==> src/rtl/hec_pkg.sv <==
`timescale 1ns / 1ps
package hec_pkg;
  localparam int POOL_DEPTH_D  = 256;
  localparam int TABLE_DEPTH_D = 512;
  localparam int ID_WIDTH_D    = 32;
  localparam int DATA_WIDTH_D  = 64;
  localparam int MAP_WORD_D    = 64;
  localparam logic [15:0] AGING_RESET = 16'd170;

  localparam int CMD_W    = 1;
  localparam int SLOT_W   = 8;
  localparam int PERIOD_W = 16;

  localparam logic CMD_SEARCH = 1'b0;
  localparam logic CMD_INSERT = 1'b1;

  typedef enum logic [3:0] {
    ST_CLEAR,
    ST_IDLE,
    ST_SCAN,
    ST_PROBE_RD,
    ST_PROBE_CHK,
    ST_POOL_RD,
    ST_POOL_WAIT,
    ST_COMMIT,
    ST_OUT
  } hec_state_t;

  typedef struct packed {
    logic clear_step;
    logic load;
    logic scan_step;
    logic probe_read;
    logic probe_next;
    logic pool_read;
    logic commit;
    logic out_load;
  } hec_cmd_t;

  typedef struct packed {
    logic clear_done;
    logic scan_done;
    logic probe_hit;
    logic probe_empty;
    logic probe_exhausted;
    logic is_insert;
    logic id_zero;
  } hec_status_t;
endpackage

==> src/rtl/hec_ctrl.sv <==
`timescale 1ns / 1ps
module hec_ctrl (
  input  logic                 clk,
  input  logic                 rst,
  input  logic                 in_valid,
  output logic                 in_ready,
  output logic                 out_valid,
  input  logic                 out_ready,
  input  hec_pkg::hec_status_t status,
  output hec_pkg::hec_cmd_t    cmd
);
  import hec_pkg::*;

  hec_state_t state, state_next;
  logic       out_full, out_full_next;

  always_ff @(posedge clk) begin
    if (rst) begin
      state    <= ST_CLEAR;
      out_full <= 1'b0;
    end else begin
      state    <= state_next;
      out_full <= out_full_next;
    end
  end

  always_comb begin
    state_next    = state;
    cmd           = '0;
    in_ready      = 1'b0;
    out_full_next = out_full;
    if (out_full && out_ready) out_full_next = 1'b0;
    unique case (state)
      ST_CLEAR: begin
        cmd.clear_step = 1'b1;
        if (status.clear_done) state_next = ST_IDLE;
      end
      ST_IDLE: begin
        in_ready = 1'b1;
        if (in_valid) begin
          cmd.load   = 1'b1;
          state_next = ST_SCAN;
        end
      end
      ST_SCAN: begin
        cmd.scan_step = 1'b1;
        if (!status.is_insert || status.scan_done) begin
          state_next = status.id_zero ? ST_POOL_RD : ST_PROBE_RD;
        end
      end
      ST_PROBE_RD: begin
        cmd.probe_read = 1'b1;
        state_next     = ST_PROBE_CHK;
      end
      ST_PROBE_CHK: begin
        if (status.probe_hit || status.probe_empty || status.probe_exhausted) begin
          state_next = ST_POOL_RD;
        end else begin
          cmd.probe_next = 1'b1;
          state_next     = ST_PROBE_RD;
        end
      end
      ST_POOL_RD: begin
        cmd.pool_read = 1'b1;
        state_next    = ST_POOL_WAIT;
      end
      ST_POOL_WAIT: state_next = ST_COMMIT;
      ST_COMMIT: begin
        cmd.commit = 1'b1;
        state_next = ST_OUT;
      end
      ST_OUT: begin
        if (!out_full || out_ready) begin
          cmd.out_load  = 1'b1;
          out_full_next = 1'b1;
          state_next    = ST_IDLE;
        end
      end
      default: state_next = ST_CLEAR;
    endcase
  end

  assign out_valid = out_full;

  a_no_accept_busy: assert property (@(posedge clk) disable iff (rst)
    (state != ST_IDLE) |-> !in_ready) else $error("accept while busy");
  a_out_hold: assert property (@(posedge clk) disable iff (rst)
    (out_full && !out_ready) |=> out_full) else $error("result dropped");
  a_load_only_free: assert property (@(posedge clk) disable iff (rst)
    cmd.out_load |-> (!out_full || out_ready)) else $error("result overwritten");
endmodule

==> config.mk <==
export PLATFORM = sky130hd
export DESIGN_NAME = hec_ctrl
export DESIGN_NICKNAME = d
export VERILOG_FILES = /design/src/rtl/hec_pkg.sv /design/src/rtl/hec_ctrl.sv
export SDC_FILE = /design/constraint.sdc
export NUM_CORES = 1
export LEC_CHECK = 0
export BUFFER_PORTS_ARGS = -buffer_cell sky130_fd_sc_hd__buf_4
export CORE_AREA = 2 2 39 41
export DETAILED_ROUTE_END_ITERATION = 8
export DIE_AREA = 0 0 41 43
export SKIP_LAST_GASP = 1
export SYNTH_ARGS = -nofsm -noshare
export SYNTH_HDL_FRONTEND = slang
export SYNTH_SLANG_ARGS = --single-unit
==> constraint.sdc <==
create_clock -name clk -period 2.56 [get_ports clk]
set_input_delay 0 -clock clk [delete_from_list [all_inputs] [get_ports clk]]
set_output_delay 0 -clock clk [all_outputs]
set_load 0.1 [all_outputs]
### Word level (Yosys, flattened, before mapping)

Cells that the tools add are included.

* bitwise gates (word level): 0
* divide/modulo/power cells: 0
* multipliers: 0
* $add $sub $neg: 0
* order comparisons: 0
* mux-type cells: 22
* reductions and logical operators: 9
* eq/ne operators: 12
* shifts and indexed selects: 0

Operator list (number)
* 4-bit case mux with 9 select lines: 1
* 4-bit by 3-bit equality test with 1-bit output (second input constant): 4
* 4-bit 2-to-1 mux: 4
* 1-bit 2-to-1 mux: 15
* 4-bit by 2-bit equality test with 1-bit output (second input constant): 2
* 2-bit inequality test (second input constant): 4
* 3-bit 2-to-1 mux: 2
* 4-bit by 1-bit equality test with 1-bit output (second input constant): 1
* 4-bit equality test (second input constant): 1
* 4-bit logical NOT: 1
* 1-bit logical OR: 4
* 4-bit AND reduction: 1
* 1-bit logical NOT: 2
* 1-bit logical AND: 1

* input bits: 11
* ROM bits: 0
* logic and storage cells: 45
* memory bits (writable): 0
* memories kept: 0
* flip-flop bits (word level): 5
* latch bits: 0

### Depth between registers and ports, before layout

* depth in word-level cells: 4
* mapped depth: 5

### Worst setup path after synthesis

OpenSTA, ideal clock, no wires.

* path kind: register -> register
* start: register state[2]
* end: register state[0]
* buffers on the path: 1
* arrival time: 4.313 ns
* cell stages (with the launch flop): 6
* period minus slack after synthesis: 4.432 ns
* path slack: -1.872 ns
* path through: dfxtp_1 > buf_2 > nor4b_1 > a221oi_1 > mux2i_1 > nor2_1

* longest elaborated chain between the ends: 3
* elaborated cells between the ends (all ways): 15
* classes of those cells: eq/ne: 12; mux: 1; reduce/logical: 2

RTL lines
* start: declaration: line hec_ctrl.sv:14 `hec_state_t state, state_next;`
* start signal: assignment: line hec_ctrl.sv:22 `state <= state_next;`
* 4-bit equality test (tied with other cells): line hec_ctrl.sv:33 `unique case (state)`
* 2-bit inequality test (no source line)
* 4-bit AND reduction (no source line)

Several ways; a longest one is shown, not always the timed one.
A chain may end at the register's enable or synchronous reset.

==> impl_metrics.toml <==
[detailed_routing]
via_count = 408
routed_wl_um = 861
first_pass_iters = 2
drc_errors = 0
drtAntennaViolNets = 0
routed_via_density = 4.80
wl_per_cell_um = 10.1
drtIter0Drc = 1

[timing]
hold_viol = 0
period_minus_slack_ns = 1.84
setup_viol = 0
final.setup_skew_ns = 0.000143
fin_tns_setup_ns = 0
min_period_over_period_pct = 71.9
slew_violations = 0
tightest_slew_ns = 0.488
max_slew_margin_pct = 67.4
holdWs_ns = 0.127
grt_setup_unrepaired = "false"
max_freq_mhz = 543

[status]
outcome = "finished, final reports clean"

[final_layout]
fillers = 142
synthToLayoutAreaGrowth_pct = 52.6
fin_cells = 85
diodes = 0
drive_above_1_share_pct = 46.4
fin_util_pct = 43.0
final_nets = 81

[synthesis]
synth_cell_type_count = 29
synth.avg_cell_area_um2 = 8.31
synth_nets = 58
yosysSeqAreaShare_pct = 25.6
netlist_area_um2 = 390
netlist_instances = 47
ys_ff_latch = 5
yosysWarningCount = 0

[global_route]
grt_overflow_total = 0
gr-usage-all-layers_pct = 12.3
grt_max_degree = 15
grt_pass1_wl_um = 1500
grt_pass1_vias = 360
antenna_found_initial = 0

[setup_path]
cp-start-kind = "register"
worstPathMaxFanout = 9
cp_top_family = "simple AND/OR/NAND/NOR gates"
rrSetupSlack_ns = 0.91
critPathArrivalTime_ns = 1.84
reg2reg_depth = 4
crit_slowest_cell = "dfxtp_1"
cp_cell_sequence = "or4b_4 > and2b_1 > buf_4"
crit_path_end_kind = "primary output"
max_stage_delay_ns = 0.56
critical_path_depth = 3
required_ns = 2.56
crit_type = "register to primary output"
cp_num_buf_inv = 1

[clock_network]
cts.sinks = 5
clockBufferDepth = 2
cts.reportedPaths.clkPinSlew_ns = 0.04
cts_hold_buf = 1
cts_resized = 0
post_cts_buffers = 0
clk_latency_ns = 0.23
cts_buffers = 3
h-tree-depth = 1
cts_tree = "yes"
cts-root-buf = "clkbuf_4"

[hold_path]
hold_depth = 3
hold_path_class = "input port to register"

[floorplanning]
initial_core_util_pct = 28.2
dieWidth_um = 41
die-height_um = 43
core_um2 = 1380
die-area_um2 = 1760
rows = 14
num_io_pins = 21

[flow_run]
maxCapViolCount = 0

[power_and_ir_drop]
total_power_w = 0.000366
ir_drop_v = 0.000253
cellPowerDensity_nw_per_um2 = 615
leakagePower_nw = 0.238

[placement]
gp_congestion = 0.683
hpwlAfterDp_um = 688
placedCellCount = 80
port_buffers = 20
[cell type report]
| cell class | count | area (µm²) | share of cell area [%] |
|---|---|---|---|
| clock buffers | 4 | 26.3 | 4.41 |
| inverters | 1 | 3.75 | 0.630 |
| flip-flops and latches | 5 | 100 | 16.8 |
| multi-input cells | 38 | 285 | 47.9 |
| well taps | 16 | 20.0 | 3.36 |
| repair buffers | 21 | 160 | 26.9 |
[stage by stage]
stage | area [µm²] | setup slack, ns
6_report | 596 | 0.719
5_1_grt | 596 | 0.664
4_1_cts | 596 | 0.719
3_5_place_dp | 559 | 0.931
3_3_place_gp | 559 | 0.930
2_1_floorplan | 410 | -0.283
[cells in the mapped netlist, drive strengths merged]
cell type | number | share of area (%)
and2 | 1 | 1.6
a221oi | 1 | 2.2
o21ai | 2 | 2.6
a211oi | 1 | 3.2
mux2i | 1 | 2.6
mux2 | 1 | 2.9
o31ai | 1 | 1.9
or2 | 1 | 1.6
nand2b | 2 | 3.2
nand2 | 2 | 1.9
nor4b | 1 | 2.2
dfxtp | 5 | 26
nor3 | 2 | 2.6
buf | 3 | 5.4
nor2b | 1 | 1.6
a2111o | 1 | 2.9
or4b | 1 | 3.5
a21oi | 2 | 2.6
o32ai | 2 | 9.3
nor4 | 1 | 1.6
nor2 | 9 | 8.7
and2b | 1 | 1.9
or3 | 1 | 1.6
o32a | 1 | 2.6
inv | 1 | 0.96
nand3 | 1 | 1.3
or2b | 1 | 1.9
[worst paths after layout]
| kind | startpoint | end |
|---|---|---|
| worst max-delay path | state[3]$_SDFFE_PP0P_ | cmd[0] |
| worst min-delay path | status[0] | state[1]$_SDFFE_PP0P_ |
| worst max register to register | state[3]$_SDFFE_PP0P_ | state[1]$_SDFFE_PP0P_ |
| worst min register to register | out_valid$_SDFF_PP0_ | out_valid$_SDFF_PP0_ |
[per-layer routing]
layer	global-route usage [%]	wire [µm]	vias up
met4	8.00	0	0
li1	-	-	220
met3	1.57	49	0
met1	15.9	397	179
met2	18.1	414	9
met5	0	0	-
[sequential cells by signal, indices dropped and copies added, names as in the netlist]
signal     cells
out_valid      1
state          4
[worst min-delay path, stage by stage]
cell and delay [ns]:
buf_4 0.09, o32a_1 0.15, o32ai_1 0.07
[cell usage in the layout, fill, tap and decap left out, drive strengths merged, types with 2 or more instances in the layout]
master,synthesis,final
buf,3,20
nor2,9,9
dfxtp,5,5
clkbuf,0,4
nand2b,2,2
nand2,2,2
a21oi,2,2
o21ai,2,2
nor3,2,2
o32ai,2,2
[report_power, final]
group           total, W  switching [W]  internal [W]
sequential      0.000100      0.0000165     0.0000836
clock          0.0000864      0.0000278     0.0000586
combinational   0.000180       0.000122     0.0000572
total           0.000366       0.000167      0.000200
[logic make-up after synthesis]
| kind of cell | after synthesis | synth area share [%] |
|---|---|---|
| buf+inv | 4 | 6.41 |
| mux | 2 | 5.45 |
| flops | 5 | 25.6 |
| compound gates | 11 | 27.2 |
| simple gates | 25 | 35.3 |
Note: power is estimated with default switching activity, not from simulation.
